===== src/mpbm_pkg.sv =====
// Package for the multi-pattern byte matcher: codes, controller states,
// command and status structs between controller and datapath. No dependencies.
package mpbm_pkg;

   localparam int MAX_NODES_DEF = 256;

   // Item command codes
   localparam logic [2:0] CMD_INSERT = 3'd0;
   localparam logic [2:0] CMD_END    = 3'd1;
   localparam logic [2:0] CMD_BUILD  = 3'd2;
   localparam logic [2:0] CMD_START  = 3'd3;
   localparam logic [2:0] CMD_SCAN   = 3'd4;

   // Result status codes
   localparam logic [1:0] ST_ACCEPTED = 2'd0;
   localparam logic [1:0] ST_NO_MATCH = 2'd1;
   localparam logic [1:0] ST_MATCH    = 2'd2;
   localparam logic [1:0] ST_FULL     = 2'd3;

   localparam logic [7:0] LEAD_BIT = 8'h80;

   typedef enum logic [4:0] {
      S_CLEAR, S_IDLE, S_DISPATCH,
      S_INS_RD, S_INS_WT,
      S_BR_RD, S_BR_WT, S_BQ_RD, S_BQ_WT, S_BC_RD, S_BC_WT, S_BF_RD, S_BF_WT,
      S_CH_CHK, S_CH_WT, S_CH_FIN_RD, S_CH_FIN_WT,
      S_SC_CHK, S_PD_RD, S_PD_WT
   } state_type;

   // Strobes from controller to datapath
   typedef struct packed {
      logic clr_step;
      logic capture;
      logic ld_ins;
      logic ins_done;
      logic end_pat;
      logic bld_init;
      logic br_push;
      logic key_inc;
      logic node_cur;
      logic bq_load;
      logic save_child;
      logic fail_start;
      logic chase_step;
      logic bld_link;
      logic start_txt;
      logic scan_init;
      logic scan_step;
      logic scan_done;
      logic rsp_ok;
   } dp_cmd_type;

   // Flags from datapath to controller
   typedef struct packed {
      logic [2:0] cmd;
      logic       child_nz;
      logic       node_zero;
      logic       guard_done;
      logic       tail_full;
      logic       head_lt_tail;
      logic       key_last;
      logic       skip;
      logic       clr_done;
   } dp_stat_type;

   // Remaining bytes of a character from its lead byte (leading ones, min 1, minus 1)
   function automatic logic [2:0] bytes_after_lead(input logic [7:0] lead);
      logic [3:0] n;
      logic       run;
      n   = 4'd0;
      run = 1'b1;
      for (int i = 7; i >= 0; i--) begin
         if (run && lead[i]) begin
            n = n + 4'd1;
         end else begin
            run = 1'b0;
         end
      end
      if (n == 4'd0) begin
         return 3'd0;
      end
      return 3'(n - 4'd1);
   endfunction

endpackage


===== src/mpbm_ctrl.sv =====
// Controller state machine of the matcher: sequences insert, build and scan.
// Depends on mpbm_pkg.
module mpbm_ctrl (
   input  logic                 clock,
   input  logic                 reset,
   input  logic                 req_valid,
   output logic                 req_stall,
   output logic                 rsp_valid,
   input  logic                 rsp_stall,
   input  mpbm_pkg::dp_stat_type st,
   output mpbm_pkg::dp_cmd_type  cmd
);
   mpbm_pkg::state_type state_ff, state_in;
   logic rsp_valid_ff, rsp_valid_in;
   logic done;
   logic slot_free;

   // State and handshake registers
   always_ff @(posedge clock) begin
      if (reset) begin
         state_ff     <= mpbm_pkg::S_CLEAR;
         rsp_valid_ff <= 1'b0;
      end else begin
         state_ff     <= state_in;
         rsp_valid_ff <= rsp_valid_in;
      end
   end

   assign slot_free = !rsp_valid_ff || !rsp_stall;
   assign req_stall = !(state_ff == mpbm_pkg::S_IDLE && slot_free);
   assign rsp_valid = rsp_valid_ff;

   // Next state and strobes
   always_comb begin
      state_in = state_ff;
      cmd      = '0;
      unique case (state_ff)
         mpbm_pkg::S_CLEAR: begin
            cmd.clr_step = 1'b1;
            if (st.clr_done) begin
               state_in = mpbm_pkg::S_IDLE;
            end
         end
         mpbm_pkg::S_IDLE: begin
            if (req_valid && slot_free) begin
               cmd.capture = 1'b1;
               state_in    = mpbm_pkg::S_DISPATCH;
            end
         end
         mpbm_pkg::S_DISPATCH: begin
            unique case (st.cmd)
               mpbm_pkg::CMD_INSERT: begin
                  cmd.ld_ins = 1'b1;
                  state_in   = mpbm_pkg::S_INS_RD;
               end
               mpbm_pkg::CMD_END: begin
                  cmd.end_pat = 1'b1;
                  cmd.rsp_ok  = 1'b1;
                  state_in    = mpbm_pkg::S_IDLE;
               end
               mpbm_pkg::CMD_BUILD: begin
                  cmd.bld_init = 1'b1;
                  state_in     = mpbm_pkg::S_BR_RD;
               end
               mpbm_pkg::CMD_START: begin
                  cmd.start_txt = 1'b1;
                  cmd.rsp_ok    = 1'b1;
                  state_in      = mpbm_pkg::S_IDLE;
               end
               mpbm_pkg::CMD_SCAN: begin
                  cmd.scan_init = 1'b1;
                  state_in      = mpbm_pkg::S_SC_CHK;
               end
               default: begin
                  cmd.rsp_ok = 1'b1;
                  state_in   = mpbm_pkg::S_IDLE;
               end
            endcase
         end
         mpbm_pkg::S_INS_RD: state_in = mpbm_pkg::S_INS_WT;
         mpbm_pkg::S_INS_WT: begin
            cmd.ins_done = 1'b1;
            state_in     = mpbm_pkg::S_IDLE;
         end
         // children of the root
         mpbm_pkg::S_BR_RD: state_in = mpbm_pkg::S_BR_WT;
         mpbm_pkg::S_BR_WT: begin
            cmd.br_push = st.child_nz && !st.tail_full;
            cmd.key_inc = 1'b1;
            state_in    = st.key_last ? mpbm_pkg::S_BQ_RD : mpbm_pkg::S_BR_RD;
         end
         // breadth-first queue walk
         mpbm_pkg::S_BQ_RD: begin
            if (st.head_lt_tail) begin
               state_in = mpbm_pkg::S_BQ_WT;
            end else begin
               cmd.rsp_ok = 1'b1;
               state_in   = mpbm_pkg::S_IDLE;
            end
         end
         mpbm_pkg::S_BQ_WT: begin
            cmd.bq_load = 1'b1;
            state_in    = mpbm_pkg::S_BC_RD;
         end
         mpbm_pkg::S_BC_RD: state_in = mpbm_pkg::S_BC_WT;
         mpbm_pkg::S_BC_WT: begin
            if (st.child_nz) begin
               cmd.save_child = 1'b1;
               state_in       = mpbm_pkg::S_BF_RD;
            end else begin
               cmd.key_inc = 1'b1;
               state_in    = st.key_last ? mpbm_pkg::S_BQ_RD : mpbm_pkg::S_BC_RD;
            end
         end
         mpbm_pkg::S_BF_RD: state_in = mpbm_pkg::S_BF_WT;
         mpbm_pkg::S_BF_WT: begin
            cmd.fail_start = 1'b1;
            state_in       = mpbm_pkg::S_CH_CHK;
         end
         // failure-link chase, shared by build and scan
         mpbm_pkg::S_CH_CHK: begin
            if (st.node_zero || st.guard_done) begin
               state_in = mpbm_pkg::S_CH_FIN_RD;
            end else begin
               state_in = mpbm_pkg::S_CH_WT;
            end
         end
         mpbm_pkg::S_CH_WT: begin
            if (st.child_nz) begin
               state_in = mpbm_pkg::S_CH_FIN_RD;
            end else begin
               cmd.chase_step = 1'b1;
               state_in       = mpbm_pkg::S_CH_CHK;
            end
         end
         mpbm_pkg::S_CH_FIN_RD: state_in = mpbm_pkg::S_CH_FIN_WT;
         mpbm_pkg::S_CH_FIN_WT: begin
            if (st.cmd == mpbm_pkg::CMD_BUILD) begin
               cmd.bld_link = 1'b1;
               cmd.node_cur = 1'b1;
               cmd.key_inc  = 1'b1;
               state_in     = st.key_last ? mpbm_pkg::S_BQ_RD : mpbm_pkg::S_BC_RD;
            end else begin
               cmd.scan_step = 1'b1;
               state_in      = mpbm_pkg::S_PD_RD;
            end
         end
         mpbm_pkg::S_SC_CHK: begin
            state_in = st.skip ? mpbm_pkg::S_PD_RD : mpbm_pkg::S_CH_CHK;
         end
         mpbm_pkg::S_PD_RD: state_in = mpbm_pkg::S_PD_WT;
         mpbm_pkg::S_PD_WT: begin
            cmd.scan_done = 1'b1;
            state_in      = mpbm_pkg::S_IDLE;
         end
         default: state_in = mpbm_pkg::S_IDLE;
      endcase
   end

   // Result slot: filled at the end of an item, emptied when taken
   assign done = cmd.ins_done || cmd.scan_done || cmd.rsp_ok;
   always_comb begin
      rsp_valid_in = rsp_valid_ff && rsp_stall;
      if (done) begin
         rsp_valid_in = 1'b1;
      end
   end
endmodule


===== config.mk =====
export PLATFORM = sky130hd
export DESIGN_NAME = mpbm_ctrl
export DESIGN_NICKNAME = d
export VERILOG_FILES = /design/src/mpbm_pkg.sv /design/src/mpbm_ctrl.sv
export SDC_FILE = /design/constraint.sdc
export NUM_CORES = 1
export LEC_CHECK = 0
export ABC_AREA = 1
export ABC_CLOCK_PERIOD_IN_PS = 3250
export BUFFER_PORTS_ARGS = -buffer_cell sky130_fd_sc_hd__buf_2
export CAP_MARGIN = 25
export CELL_PAD_IN_SITES_DETAIL_PLACEMENT = 1
export CELL_PAD_IN_SITES_GLOBAL_PLACEMENT = 2
export CORE_ASPECT_RATIO = 1.75
export CORE_MARGIN = 5
export CORE_UTILIZATION = 23
export CTS_CLUSTER_DIAMETER = 100
export DETAILED_ROUTE_END_ITERATION = 6
export PLACE_DENSITY = 0.91
export SYNTH_ARGS = -nofsm -noshare
export SYNTH_HDL_FRONTEND = slang
export SYNTH_SLANG_ARGS = --single-unit

===== constraint.sdc =====
create_clock -name clock -period 3.25 [get_ports clock]
set_input_delay 0 -clock clock [delete_from_list [all_inputs] [get_ports clock]]
set_output_delay 0 -clock clock [all_outputs]
set_load 0.05 [all_outputs]

==> flow_summary.toml, run 1 <==
[sta]
finalSetupViolCount = 0
fin_crit_ns = 1.89
slew_viol_final = 0
fin_skew_ns = 0.00478
fmax_mhz = 529
holdWs_ns = 0.0323
setup-tns-final_ns = 0
max_slew_margin_pct = 68.8
tightest_slew_ns = 0.468
fin_crit_sh_pct = 58.1
rsz0062_at_grt = "no"
report.final.hold_viol_count = 0

[yosys]
synthCells = 145
ys_ff_latch = 6
synth-compound-area-share_pct = 9.71
synth_top_family_by_area = "simple AND/OR/NAND/NOR gates"
synth.area.top_cells = "dfxtp_1, nor2_1, nand2_1"
muxShareOfSynthArea_pct = 0
synthSimpleGateAreaFrac_pct = 61.5
synthAdderAreaFrac_pct = 0
syn_nets = 160
synth_top_area_share_pct = 15.3
yosysSeqAreaShare_pct = 15.3
yosys_warnings = 0
synth_area_leader_cell = "dfxtp_1"
syn_area_um2 = 786
synth-xor-area-share_pct = 0
avgSynthCellArea_um2 = 5.42
ys_types = 24

[setup_path]
cp_cell_sequence = "nor2_2 > nand2_1 > nor2_2 > nand2_1 > o211ai_1 > buf_2"
cp-start-kind = "register"
crit_required_ns = 3.25
path_class = "register to primary output"
arrival_ns = 1.89
worst-path-max-fanout = 11
worst_setup_path_end_kind = "primary output"
cp_slowest_stage_delay_ns = 0.42
slowest_stage = "nor2_2"

[routing]
vias_per_cell = 4.67
top_layer = "met4"
vias = 1046
wl_met1_um = 1120
drc = 0
first_pass_iters = 4
met3_wirelength_um = 57
post_drt_wl_per_cell_um = 13.6
wl_met2_um = 1770
drt_wl_total_um = 3050
ant_nets = 0
drt_iter0_drc = 12

[place]
placed_cell_area_um2 = 986
dp_cells = 221
routabilityCongestion = 0.884
port_buffers = 35
dp_hpwl_um = 2660

[grt]
grt_pass1_wl_um = 5200
grt_usage_pct = 14.7
antenna_found_initial = 0
grt_max_degree = 12
grt_pass1_vias = 1145
grt_overflow_total = 0

[clocking]
htree_levels = 1
worstSkewPairLatency_ns = 0.22
cts_buffers = 3
clkTransAtPathRegs_ns = 0.04
cts_hold_buffers = 0
cts_setup_buffers = 0
cts-root-buf = "clkbuf_8"
cts_tree = "yes"
cts_resized = 0
cts_sinks = 6
clk_path_buf_depth = 2

[die]
die_y_um = 87.3
core.rowCount = 28
die_area_mm2 = 0.00473
ioPinCount = 36
die_x_um = 54.2
core_mm2 = 0.00333
initial_core_util_pct = 23.6

[job]
cap_violations = 0

[final_layout]
layout_common_cells = "buf_2, nor2_1, nand2_1"
nNetsFinal = 196
stdcell_count = 224
finish.instance_area_mm2 = 0.00103
antenna_cells = 0
area_growth_pct = 30.7
final_common_cell = "buf_2"
drive_gt1_share_pct = 30.7

[run_status]
outcome = "completed"

[power]
cellPowerDensity_mw_per_mm2 = 364
leakage_uw = 0.000573
peakVddDrop_mv = 0.176

[min_path]
hp-class = "primary input to register"
## report_power, final
group / switching [µW] / total [µW] / internal [µW]
clock: 33.2 / 113 / 79.7
sequential: 12.5 / 92.6 / 80.1
combinational: 124 / 168 / 44.5
total: 170 / 374 / 204
## critical path, delay by kind of cell (launching register included)
family	cells	cell delay [ns]
and+or+nand+nor	4	0.88
buffers and inverters	1	0.29
DFF	1	0.37
AOI/OAI and AO/OA	1	0.12
## cell families after synthesis
kind of cell	count (synthesis)
AOI/OAI and AO/OA	12
and+or+nand+nor	103
buffers and inverters	24
DFF	6
## area by class of cell
| type | instances | area (µm²) |
|---|---|---|
| fillers | 482 | 2300 |
| flip-flops and latches | 6 | 120 |
| repair buffers | 35 | 175 |
| clock buffers | 3 | 41.3 |
| well taps | 45 | 56.3 |
| multi-input cells | 115 | 559 |
| inverters | 20 | 75.1 |
## stage by stage
stage	setup slack, ns	util [%]	total power [µW]
2_1_floorplan	1.43	-	215
3_3_place_gp	1.64	29.6	264
3_5_place_dp	1.53	29.6	264
4_1_cts	1.37	30.9	377
5_1_grt	1.17	30.9	397
6_report	1.36	30.9	374
## flip-flops by register name (all words and copies together) (netlist names)
register and cells:
rsp_valid 1, state_ff 5
## final timing paths
check	slack (ns)	start	end	cells past startpoint
worst min-delay path	0.03	reset	state_ff[1]$_SDFFE_PP0P_	2
worst max register to register	1.53	state_ff[2]$_SDFFE_PP0P_	state_ff[2]$_SDFFE_PP0P_	6
worst max-delay path	1.36	state_ff[2]$_SDFFE_PP0P_	cmd[11]	6
worst min register to register	0.75	state_ff[3]$_SDFFE_PP0P_	state_ff[3]$_SDFFE_PP0P_	4
## synth_stat cells
library cell,count
nor2_1,32
nand2_1,29
nand3_1,20
inv_1,16
dfxtp_1,6
nor2_2,6
nor3_1,6
a21oi_1,4
inv_2,4
nand4_1,4
o21ai_0,3
buf_4,2
nor3_2,2
buf_2,1
buf_6,1
nand2_2,1
nand3_4,1
nor2_4,1
o211ai_1,1
o21a_1,1
o21ai_1,1
o221ai_1,1
o31ai_2,1
or2_2,1
## layer usage
layer / track usage (%) / vias to the layer above
li1: - / 535
met5: 0 / -
met1: 16.0 / 480
met4: 7.26 / 0
met3: 1.03 / 9
met2: 26.8 / 22
(Power assumes the default switching activity.)
==> run 2, diff against run 1 <==
--- a/config.mk
+++ b/config.mk
@@ -6,17 +6,17 @@
 export NUM_CORES = 1
 export LEC_CHECK = 0
 export ABC_AREA = 1
-export ABC_CLOCK_PERIOD_IN_PS = 3250
+export ABC_CLOCK_PERIOD_IN_PS = 2000
 export BUFFER_PORTS_ARGS = -buffer_cell sky130_fd_sc_hd__buf_2
 export CAP_MARGIN = 25
 export CELL_PAD_IN_SITES_DETAIL_PLACEMENT = 1
 export CELL_PAD_IN_SITES_GLOBAL_PLACEMENT = 2
 export CORE_ASPECT_RATIO = 1.75
 export CORE_MARGIN = 5
-export CORE_UTILIZATION = 23
+export CORE_UTILIZATION = 21
 export CTS_CLUSTER_DIAMETER = 100
 export DETAILED_ROUTE_END_ITERATION = 6
-export PLACE_DENSITY = 0.91
+export PLACE_DENSITY = 0.85
 export SYNTH_ARGS = -nofsm -noshare
 export SYNTH_HDL_FRONTEND = slang
 export SYNTH_SLANG_ARGS = --single-unit
==> constraint.sdc (replaced) <==
create_clock -name clock -period 2 [get_ports clock]
set_input_delay 0 -clock clock [delete_from_list [all_inputs] [get_ports clock]]
set_output_delay 0 -clock clock [all_outputs]
set_load 0.05 [all_outputs]
==> flow_summary.toml, run 2 (synthesized netlist as in run 1, its figures left out) <==
[setup_path]
worst-path-max-fanout = 11
path_class = "register to primary output"
r2r_start = "state_ff[3]$_SDFFE_PP0P_"
reg2reg_depth = 6
crit_required_ns = 2.00
cp-start-kind = "register"
r2r_slack_ns = 0.37
worst_setup_path_end_kind = "primary output"
r2r_end = "state_ff[2]$_SDFFE_PP0P_"
arrival_ns = 1.87

[grt]
grt_pass1_wl_um = 5400
grt_max_degree = 12
antenna_found_initial = 0
grt_overflow_total = 0
grt_usage_pct = 12.9
grt_pass1_vias = 1189

[power]
switching_share_pct = 44.7
clkPwrFrac_pct = 30.0
combPwrFrac_pct = 45.1
peakVddDrop_mv = 0.435
seqPwrFrac_pct = 24.8
leakage_uw = 0.000578
cellPowerDensity_mw_per_mm2 = 580
p_switching_uw = 268
p_int_uw = 332

[final_layout]
area_growth_pct = 31.8
final_common_cell = "buf_2"
layout_common_cells = "buf_2, nor2_1, nand2_1"
finish.instance_area_mm2 = 0.00104
antenna_cells = 0
drive_gt1_share_pct = 31.1
largest_reg_flops = 5
regMostFlops = "state_ff"
stdcell_count = 226
nNetsFinal = 197

[clocking]
clk_path_buf_depth = 2
worstSkewPairLatency_ns = 0.22
cts_resized = 0
cts_sinks = 6
clkTransAtPathRegs_ns = 0.04
cts_tree = "yes"
cts_buffers = 3
htree_levels = 1
cts_hold_buffers = 0
cts_setup_buffers = 0
cts-root-buf = "clkbuf_8"

[routing]
drt_wl_total_um = 3000
drt_iter0_drc = 15
vias_per_cell = 4.65
first_pass_iters = 3
drc = 0
vias = 1052
ant_nets = 0
post_drt_wl_per_cell_um = 13.3

[place]
routabilityCongestion = 0.900
dp_cells = 223
dp_hpwl_um = 2690
port_buffers = 35
placed_cell_area_um2 = 995

[sta]
setup-tns-final_ns = 0
slew_viol_final = 0
tightest_slew_ns = 0.475
fin_crit_ns = 1.87
fin_skew_ns = 0.00560
max_slew_margin_pct = 68.3
finalSetupViolCount = 0
report.final.hold_viol_count = 0
fin_crit_sh_pct = 93.3
rsz0062_at_grt = "no"
fmax_mhz = 536

[die]
die_x_um = 56.2
core_mm2 = 0.00363
die_y_um = 90.9
ioPinCount = 36
initial_core_util_pct = 21.7
die_area_mm2 = 0.00511
core.rowCount = 29

[min_path]
holdPathEnd = "state_ff[2]$_SDFFE_PP0P_"
hold_depth = 2
hp-class = "primary input to register"
min-delay-start = "reset"

[job]
cap_violations = 0

[run_status]
outcome = "completed"
## run 2: cell types whose count changed in the layout (fill, tap and decap cells not counted), sizes merged
| cell | previous run | this run |
|---|---|---|
| buf | 35 | 36 |
## run 2: layout make-up
type | count | area, µm²
clock buffers | 3 | 41.3
fillers | 524 | 2590
inverters | 20 | 75.1
multi-input cells | 115 | 559
flip-flops and latches | 6 | 120
well taps | 46 | 57.6
repair buffers | 36 | 183
## run 2: power groups by stage
| stage | sequential (µW) | clock (µW) | combinational [µW] |
|---|---|---|---|
| 5_1_grt | 152 | 190 | 303 |
| 2_1_floorplan | 152 | 0 | 197 |
| 6_report | 149 | 180 | 271 |
| 4_1_cts | 150 | 185 | 278 |
| 3_3_place_gp | 152 | 0 | 276 |
| 3_5_place_dp | 152 | 0 | 277 |
## run 2: worst max path at each step
stage | cells past startpoint | to | startpoint | slack, ns
finish | 6 | cmd[11] | state_ff[3]$_SDFFE_PP0P_ | 0.13
global route | 6 | cmd[11] | state_ff[3]$_SDFFE_PP0P_ | 0.01
CTS | 6 | cmd[11] | state_ff[3]$_SDFFE_PP0P_ | 0.11
detailed placement | 6 | cmd[11] | state_ff[3]$_SDFFE_PP0P_ | 0.35
global placement | 6 | cmd[11] | state_ff[3]$_SDFFE_PP0P_ | 0.43
floorplan | 7 | state_ff[2]$_SDFFE_PP0P_ | state_ff[3]$_SDFFE_PP0P_ | 0.18
## run 2: per-stage QoR
stage | total power [µW] | setup slack [ns] | utilization, % | hold slack, ns
finish | 601 | 0.134 | 28.6 | 0.0262
global route | 645 | 0.0126 | 28.6 | 0.0469
CTS | 612 | 0.114 | 28.6 | 0.0293
detailed placement | 429 | 0.352 | 27.4 | 0.263
global placement | 428 | 0.427 | 27.4 | 0.259
floorplan | 349 | 0.183 | - | 0.0691
## run 2: per-layer routing
metal	global-route usage [%]	share of wire [%]	up-vias
li1	-	-	537
met1	13.1	36	490
met2	25.4	59	19
met3	1.14	2.0	6
met4	5.94	2.6	0
met5	0	0	-
## run 2: worst max-delay path, cell delays in order, from the launching register on
cell,delay (ns)
dfxtp_1,0.38
nor2_2,0.41
nand2_1,0.19
nor2_2,0.14
nand2_1,0.12
o211ai_1,0.11
buf_2,0.29
==> run 3, diff against run 2 <==
--- a/config.mk
+++ b/config.mk
@@ -6,17 +6,17 @@
 export NUM_CORES = 1
 export LEC_CHECK = 0
 export ABC_AREA = 1
-export ABC_CLOCK_PERIOD_IN_PS = 2000
+export ABC_CLOCK_PERIOD_IN_PS = 1500
 export BUFFER_PORTS_ARGS = -buffer_cell sky130_fd_sc_hd__buf_2
 export CAP_MARGIN = 25
 export CELL_PAD_IN_SITES_DETAIL_PLACEMENT = 1
 export CELL_PAD_IN_SITES_GLOBAL_PLACEMENT = 2
 export CORE_ASPECT_RATIO = 1.75
 export CORE_MARGIN = 5
-export CORE_UTILIZATION = 21
+export CORE_UTILIZATION = 19
 export CTS_CLUSTER_DIAMETER = 100
 export DETAILED_ROUTE_END_ITERATION = 6
-export PLACE_DENSITY = 0.85
+export PLACE_DENSITY = 0.81
 export SYNTH_ARGS = -nofsm -noshare
 export SYNTH_HDL_FRONTEND = slang
 export SYNTH_SLANG_ARGS = --single-unit
==> constraint.sdc (replaced) <==
create_clock -name clock -period 1.5 [get_ports clock]
set_input_delay 0 -clock clock [delete_from_list [all_inputs] [get_ports clock]]
set_output_delay 0 -clock clock [all_outputs]
set_load 0.05 [all_outputs]
==> flow_summary.toml, run 3 (synthesized netlist as in run 1, its figures left out) <==
[run_status]
outcome = "completed"

[routing]
post_drt_wl_per_cell_um = 13.7
drt_iter0_drc = 16
drt_wl_total_um = 3300
drc = 0
vias = 1112
first_pass_iters = 2
vias_per_cell = 4.60
ant_nets = 0

[clocking]
clk_path_buf_depth = 2
clkTransAtPathRegs_ns = 0.04
worstSkewPairLatency_ns = 0.22
htree_levels = 1
cts_sinks = 6
cts_tree = "yes"
cts_buffers = 3
cts_hold_buffers = 0
cts-root-buf = "clkbuf_8"

[setup_path]
worst-path-max-fanout = 6
crit_required_ns = 1.50
cp-start-kind = "register"
arrival_ns = 1.44
endpoint = "cmd[11]"
r2r_start = "state_ff[1]$_SDFFE_PP0P_"
r2r_end = "state_ff[1]$_SDFFE_PP0P_"
path_class = "register to primary output"
crit_start = "state_ff[2]$_SDFFE_PP0P_"
r2r_slack_ns = 0.07
worst_setup_path_end_kind = "primary output"
reg2reg_depth = 9

[power]
peakVddDrop_mv = 0.431
cellPowerDensity_mw_per_mm2 = 680
leakage_uw = 0.000647

[place]
dp_cells = 234
dp_hpwl_um = 2790
port_buffers = 35
routabilityCongestion = 0.877

[final_layout]
nNetsFinal = 210
antenna_cells = 0
multi_input_area_um2 = 641
regMostFlops = "state_ff"
fillers = 564
area_growth_pct = 64.2
layout_common_cells = "nand2_1, nor2_1, buf_2"
final_common_cell = "nand2_1"
stdcell_count = 242
drive_gt1_share_pct = 46.6
largest_reg_flops = 5
regArea_um2 = 131

[sta]
rsz0062_at_grt = "yes"
finalSetupViolCount = 0
tightest_slew_ns = 0.329
max_slew_margin_pct = 78.0
fin_crit_ns = 1.44
report.final.hold_viol_count = 0
fin_skew_ns = 0.00243
fmax_mhz = 692
fin_crit_sh_pct = 96.3
slew_viol_final = 0
holdWs_ns = 0.0214

[die]
core.rowCount = 31
die_area_mm2 = 0.00557
initial_core_util_pct = 19.3
core_mm2 = 0.00407
die_x_um = 58.6
die_y_um = 95.1
ioPinCount = 36

[grt]
grt_pass1_vias = 1159
grt_pass1_wl_um = 5390
grt_overflow_total = 0
antenna_found_initial = 0
grt_usage_pct = 12.6
grt_max_degree = 10

[min_path]
hp-class = "primary input to register"

[job]
cap_violations = 0
## run 3: cell type report
type	count	area share [%]
inverter	20	6.01
clock buffer	3	3.20
tap	49	4.75
timing repair buffer	49	26.2
sequential	6	10.2
multi-input combinational	115	49.7
## run 3: how the worst min path moves through the flow
| stage | startpoint | end | depth (start not counted) | slack [ns] |
|---|---|---|---|---|
| 6_report | reset | state_ff[2]$_SDFFE_PP0P_ | 2 | 0.02 |
| 5_1_grt | reset | state_ff[3]$_SDFFE_PP0P_ | 2 | 0.04 |
| 4_1_cts | reset | state_ff[2]$_SDFFE_PP0P_ | 2 | 0.02 |
| 3_5_place_dp | reset | state_ff[1]$_SDFFE_PP0P_ | 2 | 0.26 |
| 3_3_place_gp | reset | state_ff[1]$_SDFFE_PP0P_ | 2 | 0.25 |
| 2_1_floorplan | reset | state_ff[1]$_SDFFE_PP0P_ | 1 | 0.06 |
## run 3: metrics by stage
step                      area [µm²]  utilization, %  power, µW  setup slack, ns  TNS (ns)
after floorplan                  830               -        474           -0.107    -0.255
after global routing            1290            31.7        943          -0.0289   -0.0687
after CTS                       1190            29.3        865          -0.0133   -0.0222
after detailed placement        1100            26.9        598         -0.00379  -0.00379
after global placement          1100            26.9        599           0.0495         0
final                           1290            31.7        878           0.0557         0
## run 3: critical path: stages, from the launching register on
cell	delay, ns
dfxtp_2	0.37
nor2_4	0.18
nand2_1	0.11
nor2_2	0.13
nand2_2	0.10
o211ai_1	0.10
buf_4	0.22
## run 3: routing by layer
| layer | wire (µm) | up-vias | GRT usage [%] |
|---|---|---|---|
| met4 | 76 | 0 | 5.29 |
| li1 | - | 565 | - |
| met2 | 1950 | 17 | 24.1 |
| met3 | 47 | 6 | 1.22 |
| met5 | 0 | - | 0 |
| met1 | 1230 | 524 | 13.6 |
## run 3: what timing repair did
| action | CTS | global route |
|---|---|---|
| setup endpoints to repair | 16 | 14 |
| gates resized for setup | 17 | 24 |
| pin swaps | 2 | 5 |
| buffers inserted | 1 | 4 |
## run 3: where the power goes
part | internal [µW] | total, µW | leakage (µW) | switching (µW)
registers | 178 | 207 | 0.0000516 | 29.3
clock network | 172 | 240 | 0.0000216 | 68.0
logic | 141 | 430 | 0.000574 | 290
total | 491 | 878 | 0.000647 | 387
